### src/sv/sfpf_pkg.sv
`timescale 1ns / 1ps
// Shared types, constants and helpers for the scrolled frame pixel fetch block.
// No dependencies; the files that use it refer to this package by scoped names.
package sfpf_pkg;

	localparam int SRC_ROWS_DEF   = 32;
	localparam int SRC_COLS_DEF   = 32;
	localparam int MAX_FRAMES_DEF = 8;
	localparam int TGT_ROWS_DEF   = 64;
	localparam int TGT_COLS_DEF   = 64;

	localparam int TI_W      = 12;   // target index width
	localparam int COLOR_W   = 24;
	localparam int GEO_W     = 12;   // signed geometry arithmetic width
	localparam int CNT_W     = 8;    // frame count width (holds MAX_FRAMES)
	localparam int CFG_W     = 8;    // widest register
	localparam int CFG_IDX_W = 3;
	localparam int NF_W      = 4;

	typedef enum logic [1:0] {
		OP_LOAD = 2'd0,
		OP_DRAW = 2'd1,
		OP_NEXT = 2'd2,
		OP_PREV = 2'd3
	} op_t;

	typedef enum logic [CFG_IDX_W-1:0] {
		REG_SRC_ROWS   = 3'd0,
		REG_SRC_COLS   = 3'd1,
		REG_NUM_FRAMES = 3'd2,
		REG_ROW_SHIFT  = 3'd3,
		REG_COL_SHIFT  = 3'd4,
		REG_FILL       = 3'd5,
		REG_ORIGIN_ROW = 3'd6,
		REG_ORIGIN_COL = 3'd7
	} cfg_idx_t;

	typedef struct packed {
		logic [5:0]      src_rows;
		logic [5:0]      src_cols;
		logic [NF_W-1:0] num_frames;
		logic [6:0]      row_shift;
		logic [6:0]      col_shift;
		logic            fill_enable;
		logic [7:0]      origin_row;
		logic [7:0]      origin_col;
	} cfg_t;

	// decode of one input beat
	typedef struct packed {
		logic            hit;    // draw that yields a pixel
		logic            wr;     // load inside the store
		logic            step;   // next or previous frame
		logic [TI_W-1:0] target;
	} dec_t;

	// frame count in use: zero acts as one, clamp at the store size
	function automatic logic [CNT_W-1:0] eff_frames(input logic [NF_W-1:0] nf,
		input int max_frames);
		logic [CNT_W-1:0] n;
		n = CNT_W'(nf);
		if (n == '0) begin
			n = CNT_W'(1);
		end else if (int'(n) > max_frames) begin
			n = CNT_W'(max_frames);
		end
		return n;
	endfunction

endpackage

### src/sv/sfpf_geom.sv
`timescale 1ns / 1ps
// Geometry decode: shift, fill frame choice, clipping, store address and
// panel index for one input beat. Depends on sfpf_pkg.
module sfpf_geom #(
	parameter int SRC_ROWS   = sfpf_pkg::SRC_ROWS_DEF,
	parameter int SRC_COLS   = sfpf_pkg::SRC_COLS_DEF,
	parameter int MAX_FRAMES = sfpf_pkg::MAX_FRAMES_DEF,
	parameter int TGT_ROWS   = sfpf_pkg::TGT_ROWS_DEF,
	parameter int TGT_COLS   = sfpf_pkg::TGT_COLS_DEF,
	parameter int FW         = 3,
	parameter int AW         = 13
) (
	input  logic [1:0]          opcode,
	input  logic [2:0]          frame_select,
	input  logic [4:0]          pixel_row,
	input  logic [4:0]          pixel_col,
	input  sfpf_pkg::cfg_t      cfg,
	input  logic [FW-1:0]       cur_frame,
	output sfpf_pkg::dec_t      dec,
	output logic [AW-1:0]       addr,
	output logic [FW-1:0]       frame_next
);

	localparam int GW = sfpf_pkg::GEO_W;
	localparam int CW = sfpf_pkg::CNT_W;
	localparam int TW = sfpf_pkg::TI_W;

	localparam logic signed [GW-1:0] TR_G  = GW'(TGT_ROWS);
	localparam logic signed [GW-1:0] TC_G  = GW'(TGT_COLS);
	localparam logic signed [GW-1:0] SR_G  = GW'(SRC_ROWS);
	localparam logic signed [GW-1:0] SC_G  = GW'(SRC_COLS);
	localparam logic [AW-1:0] FRAME_SZ = AW'(SRC_ROWS * SRC_COLS);
	localparam logic [AW-1:0] ROW_SZ   = AW'(SRC_COLS);
	localparam logic [TW-1:0] TC_MUL   = TW'(TGT_COLS);

	function automatic logic [FW-1:0] prev_f(input logic [FW-1:0] f,
		input logic [CW-1:0] n);
		return (f == '0) ? FW'(n - CW'(1)) : FW'(f - 1'b1);
	endfunction

	function automatic logic [FW-1:0] next_f(input logic [FW-1:0] f,
		input logic [CW-1:0] n);
		return ((CW'(f) + CW'(1)) >= n) ? '0 : FW'(f + 1'b1);
	endfunction

	sfpf_pkg::op_t          op;
	logic [CW-1:0]          n_eff;
	logic signed [GW-1:0]   rows_g, cols_g, rs, cs, r0, c0, rg, cg;
	logic signed [GW-1:0]   tr, tc, sr, sc;
	logic [FW-1:0]          fr, fsel;
	logic                   in_panel, in_src, ok, fill;
	logic [AW-1:0]          a_f, a_r, a_c;

	always_comb begin
		op     = sfpf_pkg::op_t'(opcode);
		n_eff  = sfpf_pkg::eff_frames(cfg.num_frames, MAX_FRAMES);
		fill   = cfg.fill_enable;
		rows_g = (GW'(cfg.src_rows) > SR_G) ? SR_G : GW'(cfg.src_rows);
		cols_g = (GW'(cfg.src_cols) > SC_G) ? SC_G : GW'(cfg.src_cols);
		rs     = GW'($signed(cfg.row_shift));
		cs     = GW'($signed(cfg.col_shift));
		r0     = GW'($signed(cfg.origin_row));
		c0     = GW'($signed(cfg.origin_col));
		rg     = GW'(pixel_row);
		cg     = GW'(pixel_col);
		tr     = r0 + rg;
		tc     = c0 + cg;
		sr     = rg - rs;
		sc     = cg - cs;
		fr     = cur_frame;
		fsel   = cur_frame;
		in_src = (rg < rows_g) && (cg < cols_g);
		in_panel = (r0 >= 0) && (c0 >= 0) && ((r0 + rows_g) <= TR_G)
			&& ((c0 + cols_g) <= TC_G);
		ok = 1'b1;

		if (in_panel) begin
			// rows first: wrap into the frame above or below
			if (sr < 0) begin
				if (!fill) ok = 1'b0;
				sr = sr + rows_g;
				if (sr < 0) ok = 1'b0;
				fr = prev_f(cur_frame, n_eff);
			end else if (sr >= rows_g) begin
				if (!fill) ok = 1'b0;
				sr = sr - rows_g;
				if (sr >= rows_g) ok = 1'b0;
				fr = next_f(cur_frame, n_eff);
			end
			fsel = fr;
			if (sc < 0) begin
				if (!fill) ok = 1'b0;
				sc = sc + cols_g;
				if (sc < 0) ok = 1'b0;
				fsel = prev_f(fr, n_eff);
			end else if (sc >= cols_g) begin
				if (!fill) ok = 1'b0;
				sc = sc - cols_g;
				if (sc >= cols_g) ok = 1'b0;
				fsel = next_f(fr, n_eff);
			end
		end else begin
			// partial placement: clip at the panel, no fill
			ok = (tr >= 0) && (tr < TR_G) && (tc >= 0) && (tc < TC_G)
				&& (sr >= 0) && (sr < rows_g) && (sc >= 0) && (sc < cols_g);
		end

		dec.hit    = (op == sfpf_pkg::OP_DRAW) && in_src && ok;
		dec.wr     = (op == sfpf_pkg::OP_LOAD) && (32'(frame_select) < MAX_FRAMES)
			&& (32'(pixel_row) < SRC_ROWS) && (32'(pixel_col) < SRC_COLS);
		dec.step   = (op == sfpf_pkg::OP_NEXT) || (op == sfpf_pkg::OP_PREV);
		dec.target = TW'($unsigned(tr)) * TC_MUL + TW'($unsigned(tc));

		frame_next = (op == sfpf_pkg::OP_NEXT) ? next_f(cur_frame, n_eff)
			: prev_f(cur_frame, n_eff);

		if (op == sfpf_pkg::OP_LOAD) begin
			a_f = AW'(frame_select);
			a_r = AW'(pixel_row);
			a_c = AW'(pixel_col);
		end else begin
			a_f = AW'(fsel);
			a_r = AW'($unsigned(sr));
			a_c = AW'($unsigned(sc));
		end
		addr = a_f * FRAME_SZ + a_r * ROW_SZ + a_c;
	end

endmodule

### config.mk
export PLATFORM = sky130hd
export DESIGN_NAME = sfpf_geom
export DESIGN_NICKNAME = d
export VERILOG_FILES = /design/src/sv/sfpf_pkg.sv /design/src/sv/sfpf_geom.sv
export SDC_FILE = /design/constraint.sdc
export NUM_CORES = 1
export LEC_CHECK = 0
export BUFFER_PORTS_ARGS = -buffer_cell sky130_fd_sc_hd__buf_4
export CAP_MARGIN = 20
export CORE_ASPECT_RATIO = 1.1
export CORE_UTILIZATION = 40
export DETAILED_ROUTE_END_ITERATION = 8
export PLACE_DENSITY = 0.7
export SLEW_MARGIN = 20
export SYNTH_ARGS = -nofsm -noshare
export SYNTH_HDL_FRONTEND = slang
export SYNTH_SLANG_ARGS = --single-unit
### constraint.sdc
create_clock -name vclk -period 8.6
set_input_delay 0.43 -clock vclk [all_inputs]
set_output_delay 0.43 -clock vclk [all_outputs]
set_load 0.1 [all_outputs]
Word level (Yosys, flattened, before mapping)
Cells that the tools add are included.
Storage, ports and cells
  input port bits: 65
  bits in writable memories: 0
  bits in registers: 0
  memories kept: 0
  output and inout port bits: 31
  ROM bits: 0
  logic and storage cells: 103
  bits in latches: 0
Operators by class
  multiplexer cells: 35
  shift operators: 0
  equality and inequality tests: 3
  $mul: 0
  bitwise logic cells: 0
  magnitude comparators: 27
  divide/modulo/power cells: 0
  reductions and logical operators: 18
  $add $sub $neg: 20
Operators with widths (count)
  12-bit 2-to-1 mux: 4
  8-bit by 7-bit adder with 9-bit output: 4
  3-bit 2-to-1 mux: 12
  8-bit by 1-bit >= comparator with 1-bit output (second input constant): 4
  8-bit 2-to-1 mux: 4
  13-bit adder: 2
  8-bit by 6-bit adder with 9-bit output: 2
  9-bit by 1-bit >= comparator with 1-bit output (second input constant): 2
  9-bit by 7-bit >= comparator with 1-bit output: 2
  9-bit by 8-bit <= comparator with 1-bit output (second input constant): 2
  9-bit by 1-bit < comparator with 1-bit output (second input constant): 2
  9-bit by 8-bit < comparator with 1-bit output (second input constant): 2
  8-bit by 7-bit subtractor with 9-bit output: 2
  8-bit by 7-bit >= comparator with 1-bit output: 2
  8-bit by 1-bit < comparator with 1-bit output (second input constant): 2
  8-bit by 7-bit < comparator with 1-bit output: 2
  6-bit by 7-bit subtractor with 8-bit output: 2
  1-bit logical AND: 13
  12-bit adder: 1
  6-bit greater-than comparator (second input constant): 2
  5-bit by 6-bit < comparator with 1-bit output: 2
  6-bit 2-to-1 mux: 2
  1-bit 2-to-1 mux: 11
  3-bit by 1-bit subtractor with 3-bit output (second input constant): 3
  other kinds (12): 17

Logic depth before layout (Yosys ltp)
Gate-level depths: netlist (run 1).
  depth in word-level cells: 17
  gate-level depth with buffers: 33
  mapped depth without buffers: 32

Least setup slack after synthesis (run 1)
OpenSTA, ideal clock, no wires.
  kind: input -> output
  from: input port pixel_row[0]
  to: output port addr[12]
  required time: 8.170 ns
  path slack: 0.760 ns
  data arrival time: 7.410 ns
  cell stages on the path: 31
  buffers on the path: 0
  path through: inv_1 -> ha_1 -> inv_1 -> fa_1 -> a21oi_1 -> o21ai_0 -> xor2_1 -> ha_1 -> inv_1 -> nor4b_1 -> and3_1 -> nor3_2 -> o41ai_1 -> a21o_1 -> ha_1 -> xnor2_1 -> ha_1 -> nor2b_1 -> o21ai_0 -> nand2b_1 -> nor2_1 -> a221oi_1 -> o21ai_0 -> a22oi_1 -> fa_1 -> inv_1 -> ha_1 -> a21oi_1 -> xnor2_1 -> xnor2_1 -> xnor2_1
Between the ends
  word-level cells in the longest chain between the ends: 14
  elaborated cells on any way between the ends: 25
  classes of those cells: 8 x add/sub; 3 x order compare; 13 x mux; 1 x reduce/logical
RTL lines
  from (decl): line sfpf_geom.sv:15  | input logic [4:0] pixel_row,
  6-bit by 7-bit subtractor with 8-bit output: line sfpf_geom.sv:68  | sr = rg - rs;
  8-bit by 7-bit >= comparator with 1-bit output: line sfpf_geom.sv:84  | end else if (sr >= rows_g) begin
  3-bit 2-to-1 mux: line sfpf_geom.sv:84
  3-bit 2-to-1 mux: line sfpf_geom.sv:79  | if (sr < 0) begin
  3-bit 2-to-1 mux: line sfpf_geom.sv:77  | if (in_panel) begin
  3-bit by 1-bit adder with 4-bit output: line sfpf_geom.sv:43  | return ((CW'(f) + CW'(1)) >= n) ? '0 : FW'(f + 1'b1);
  4-bit by 8-bit >= comparator with 1-bit output: line sfpf_geom.sv:43
  3-bit 2-to-1 mux: line sfpf_geom.sv:43
  3-bit 2-to-1 mux: line sfpf_geom.sv:96  | end else if (sc >= cols_g) begin
  3-bit 2-to-1 mux: line sfpf_geom.sv:91  | if (sc < 0) begin
  3-bit 2-to-1 mux: line sfpf_geom.sv:77
  3-bit 2-to-1 mux: line sfpf_geom.sv:117  | if (op == sfpf_pkg::OP_LOAD) begin
  13-bit adder * (2 in series): line sfpf_geom.sv:126  | addr = a_f * FRAME_SZ + a_r * ROW_SZ + a_c;
  to (decl): line sfpf_geom.sv:20  | output logic [AW-1:0] addr,
Every way passes the cells marked *; elsewhere a longest branch is shown, timed or not. The select of a mux whose other input is x is not followed.

Final worst setup path (run 1)
Ends and elaborated chain as after synthesis.

==> impl_metrics.toml, run 1 <==
[grt]
grt_pass1_vias = 4990
grt_overflow = 0
grt_pass1_wl_um = 23800
grt_usage = 0.236
grt_max_degree = 22
antenna_found_initial = 0

[routing]
routed-wl-met2_um = 7520
wl_met3_um = 722
wl_met1_um = 6280
top_layer = "met4"
wl_per_cell_um = 16.8
ant_nets = 0
firstDrtPassIters = 5
drc = 0
wl_um = 15100
avgViaCountPerCell = 5.82
drtIter0Drc = 369
num_vias = 5231

[floorplanning]
coreArea_um2 = 11600
die_h_um = 117
io_pins = 96
fp.dieW_um = 107
dieArea_um2 = 12500
initial_core_util = 0.416
placementRows = 41

[critical_path]
worst_path_largest_cell_delay_ns = 0.55
cp-start-kind = "input port"
cp-end-kind = "output pin"
cp.required_ns = 8.17
cp.arrival_ns = 7.32
crit_top_cell = "ha_1"
path_class = "in -> out"
cp_max_fo = 6
crit_slowest_cell = "fa_1"

[timing]
finalCritPeriodShare = 0.902
rsz0062_at_grt = "no"
setup_tns_ns = 0
tightest_slew_ns = 0.758
fmax_mhz = 129
finalCriticalPeriod_ns = 7.75
drv_slew = 0
finalHoldViolCount = 0
relSlewSlack = 0.491
hold_ws_ns = 1.22
setup_viol = 0

[clocking]
cts_hold_buffers = 0
cts_setup_buffers = 0
cts-resized-gates = 0

[finish]
final_nets = 933
layout-drive-gt1-share = 0.155
regArea_um2 = 0
seq_cell_count = 0
clock_buffers = 0
diodes = 0
fin_area_um2 = 5670
final_cell_mix = "ha_1 (103), buf_4 (99), inv_1 (69)"
final_common_cell = "ha_1"
area_growth_pct = 17.5

[power_and_ir_drop]
p_leak_uw = 0.00278
power_per_cell_area_nw_per_um2 = 189
fin_total_pwr_uw = 1070
vdd_ir_drop_max_mv = 0.194

[synth]
syn_inst = 671
synth_cell_types = 65
ys_warn_count = 0
seq_area_frac_synth = 0
syn-num-nets = 853
syn_area_um2 = 4830
synth_area_per_cell_um2 = 7.19

[placement]
hpwl_um = 13000
portBuffers = 96
gp_congestion = 0.980
place_area_um2 = 5670

[hold_path]
hp-class = "in -> out"

[run]
drv_cap = 0

[outcome]
outcome = "complete, no violations"
## routing by layer
metal,up-vias,global-route usage
met1,2442,0.282
met4,0,0.0877
met5,-,0
li1,2581,-
met2,172,0.447
met3,36,0.00941
## layout make-up
cell class                      count  area, um2
Fill cell                        1221       5920
Multi-Input combinational cell    581       4480
Timing Repair Buffer               99        743
Inverter                           69        259
Tap cell                          150        188
## cells in the mapped netlist, drive strengths merged, types with 2 or more instances
cell | number | share of area
o221ai | 5 | 0.0091
o2111ai | 2 | 0.0036
o211ai | 6 | 0.0093
o311ai | 2 | 0.0052
a211oi | 4 | 0.0062
a31oi | 8 | 0.010
nand2b | 19 | 0.025
o41ai | 2 | 0.0036
o22ai | 10 | 0.013
nand3b | 4 | 0.0062
nor4 | 3 | 0.0039
buf | 2 | 0.0031
fa | 14 | 0.058
nor2 | 49 | 0.038
o21a | 11 | 0.019
and3 | 6 | 0.0078
clkbuf | 19 | 0.015
or2 | 5 | 0.0065
a221oi | 3 | 0.0054
nand2 | 41 | 0.032
a21oi | 63 | 0.065
o21ai | 40 | 0.041
nor3b | 2 | 0.0031
a221o | 4 | 0.0083
xnor2 | 34 | 0.062
ha | 103 | 0.27
o31ai | 6 | 0.0093
o21bai | 18 | 0.028
inv | 69 | 0.054
mux2i | 5 | 0.010
nand3 | 12 | 0.012
o31a | 4 | 0.0073
nor2b | 18 | 0.025
a21o | 21 | 0.033
a311oi | 2 | 0.0036
mux2 | 2 | 0.0047
xor2 | 15 | 0.027
or4b | 2 | 0.0041
nor3 | 14 | 0.016
a22oi | 4 | 0.0062
## stage by stage
step	util	instances	setup WS [ns]
after CTS	0.489	899	0.858
after floorplan	-	671	0.760
final	0.489	899	0.847
after global placement	0.489	899	1.18
after global routing	0.489	899	0.311
after detailed placement	0.489	899	0.893
## path summary, 6_finish.rpt
check | start | to | slack [ns] | cells after the start
worst min-delay path | opcode[1] | dec[12] | 1.22 | 2
worst max-delay path | pixel_row[0] | addr[12] | 0.85 | 33
## logic make-up after synthesis
family,count (synthesis),share of synthesized area
simple gates,183,0.193
xor+xnor,49,0.0889
compound gates,225,0.307
mux,7,0.0150
buf+inv,90,0.0718
fa+ha+maj,117,0.325
## worst max-delay path: cells and delay by family
kind            cells  cell delay, ns
xor+xnor            5            0.81
buf+inv             6            0.74
simple gates        6            1.12
fa+ha+maj           7            2.41
compound gates      9            1.79
## power breakdown
part | switching [uW] | internal, uW | leakage [uW] | total [uW]
Sequential | 0 | 0 | 0 | 0
Clock | 0 | 0 | 0 | 0
Combinational | 750 | 323 | 0.00278 | 1070
No activity file was read; power rests on OpenSTA's default activity.
==> run 2: changes to the inputs <==
CORE_UTILIZATION = 50   (was 40)
PLACE_DENSITY = 0.74   (was 0.7)
REMOVE_ABC_BUFFERS = 1   (was not set)
==> run 2 against run 1 <==
Effect of this change: die area fell by 20%; critical path type unchanged; maximum frequency rose by 0.71%; flip-flop and latch count did not move; wire length fell by 4.6%; total power fell by 0.37%; via count fell by 1.4%; combinational power barely moved; cell count fell by 3.8%; hold slack got worse by 0.0030 ns; clock-buffer cell count did not move; setup slack improved by 0.055 ns.
==> impl_metrics.toml, run 2 (synthesis results as in run 1) <==
[power_and_ir_drop]
p_int_uw = 324
clockPowerShare = 0
power.net_switching_uw = 745
fin_total_pwr_uw = 1070
swShare = 0.697
share_seq_of_total_power = 0
power_frac_comb = 1.000
power_per_cell_area_nw_per_um2 = 190
p_leak_uw = 0.00277
vdd_ir_drop_max_mv = 0.158

[critical_path]
path_class = "in -> out"
cp-start-kind = "input port"
cp.arrival_ns = 7.27
crit_top_cell = "ha_1"
cp.required_ns = 8.17
cp-end-kind = "output pin"
worst_path_largest_cell_delay_ns = 0.54
cp_max_fo = 6
crit_slowest_cell = "fa_1"

[floorplanning]
dieArea_um2 = 10100
io_pins = 96
placementRows = 37
fp.dieW_um = 95.7
initial_core_util = 0.516
die_h_um = 105
coreArea_um2 = 9350

[finish]
final_cell_mix = "ha_1 (103), buf_4 (98), inv_1 (69)"
final_nets = 932
regArea_um2 = 0
fill_cells = 902
clock_buffers = 0
final_common_cell = "ha_1"
area_growth_pct = 16.6
diodes = 0
fin_util = 0.602
seq_cell_count = 0
layout-drive-gt1-share = 0.155

[hold_path]
hold_end = "dec[12]"
min_from = "opcode[1]"
hp-class = "in -> out"
hold_depth = 2

[timing]
finalCriticalPeriod_ns = 7.70
fmax_mhz = 130
finalHoldViolCount = 0
setup_viol = 0
finalCritPeriodShare = 0.895
hold_ws_ns = 1.22
tightest_slew_ns = 0.921
drv_slew = 0
relSlewSlack = 0.382
rsz0062_at_grt = "no"
setup_tns_ns = 0

[grt]
grt_pass1_vias = 5096
grt_max_degree = 22
grt_usage = 0.288
grt_overflow = 0
grt_pass1_wl_um = 23600
antenna_found_initial = 0

[placement]
portBuffers = 96
hpwl_um = 12300
gp_congestion = 0.959

[routing]
firstDrtPassIters = 4
num_vias = 5156
ant_nets = 0
wl_um = 14400
avgViaCountPerCell = 5.96
wl_per_cell_um = 16.7
drtIter0Drc = 226
drc = 0

[outcome]
outcome = "complete, no violations"

[clocking]
cts_setup_buffers = 0
cts_hold_buffers = 0
cts-resized-gates = 0

[run]
drv_cap = 0
==> run 2: per-stage QoR <==
step	setup WS (ns)	instances	area, um2
after floorplan	0.758	650	4740
after global placement	1.28	865	5630
after detailed placement	1.02	865	5630
after CTS	0.990	865	5630
after global routing	0.291	865	5630
final	0.901	865	5630
==> run 2: how the worst max path moves through the flow <==
stage | start | endpoint | slack [ns] | depth (start not counted)
detailed placement | pixel_row[0] | addr[12] | 1.02 | 33
CTS | pixel_row[0] | addr[12] | 0.99 | 33
finish | pixel_row[0] | addr[12] | 0.90 | 33
global route | pixel_row[0] | addr[12] | 0.29 | 33
global placement | pixel_row[0] | addr[12] | 1.28 | 34
floorplan | pixel_row[0] | addr[12] | 0.76 | 31
==> run 2: final cells by class <==
type / count / area (um2) / share of cell area
Tap cell: 117 / 146 / 0.0260
Inverter: 69 / 259 / 0.0460
Timing Repair Buffer: 98 / 736 / 0.131
Multi-Input combinational cell: 581 / 4490 / 0.797
==> run 2: critical path, delay by kind of cell <==
family                   cells  cell delay (ns)
AO/OA/AOI/OAI                9             1.77
XOR/XNOR                     5             0.79
adder cells (fa/ha/maj)      7             2.33
buffers and inverters        6             0.73
AND/OR/NAND/NOR              6             1.19
==> run 2: power by group through the flow <==
stage               Clock [uW]  Combinational (uW)  Sequential [uW]
finish                       0                1070                0
global placement             0                1040                0
floorplan                    0                 829                0
CTS                          0                1060                0
detailed placement           0                1060                0
global route                 0                1140                0
==> run 2: layer usage <==
metal,track usage,vias up,share of wire
met5,0,-,0
met1,0.368,2415,0.44
met4,0.0661,0,0.019
met2,0.525,145,0.50
li1,-,2576,-
met3,0.00801,20,0.043
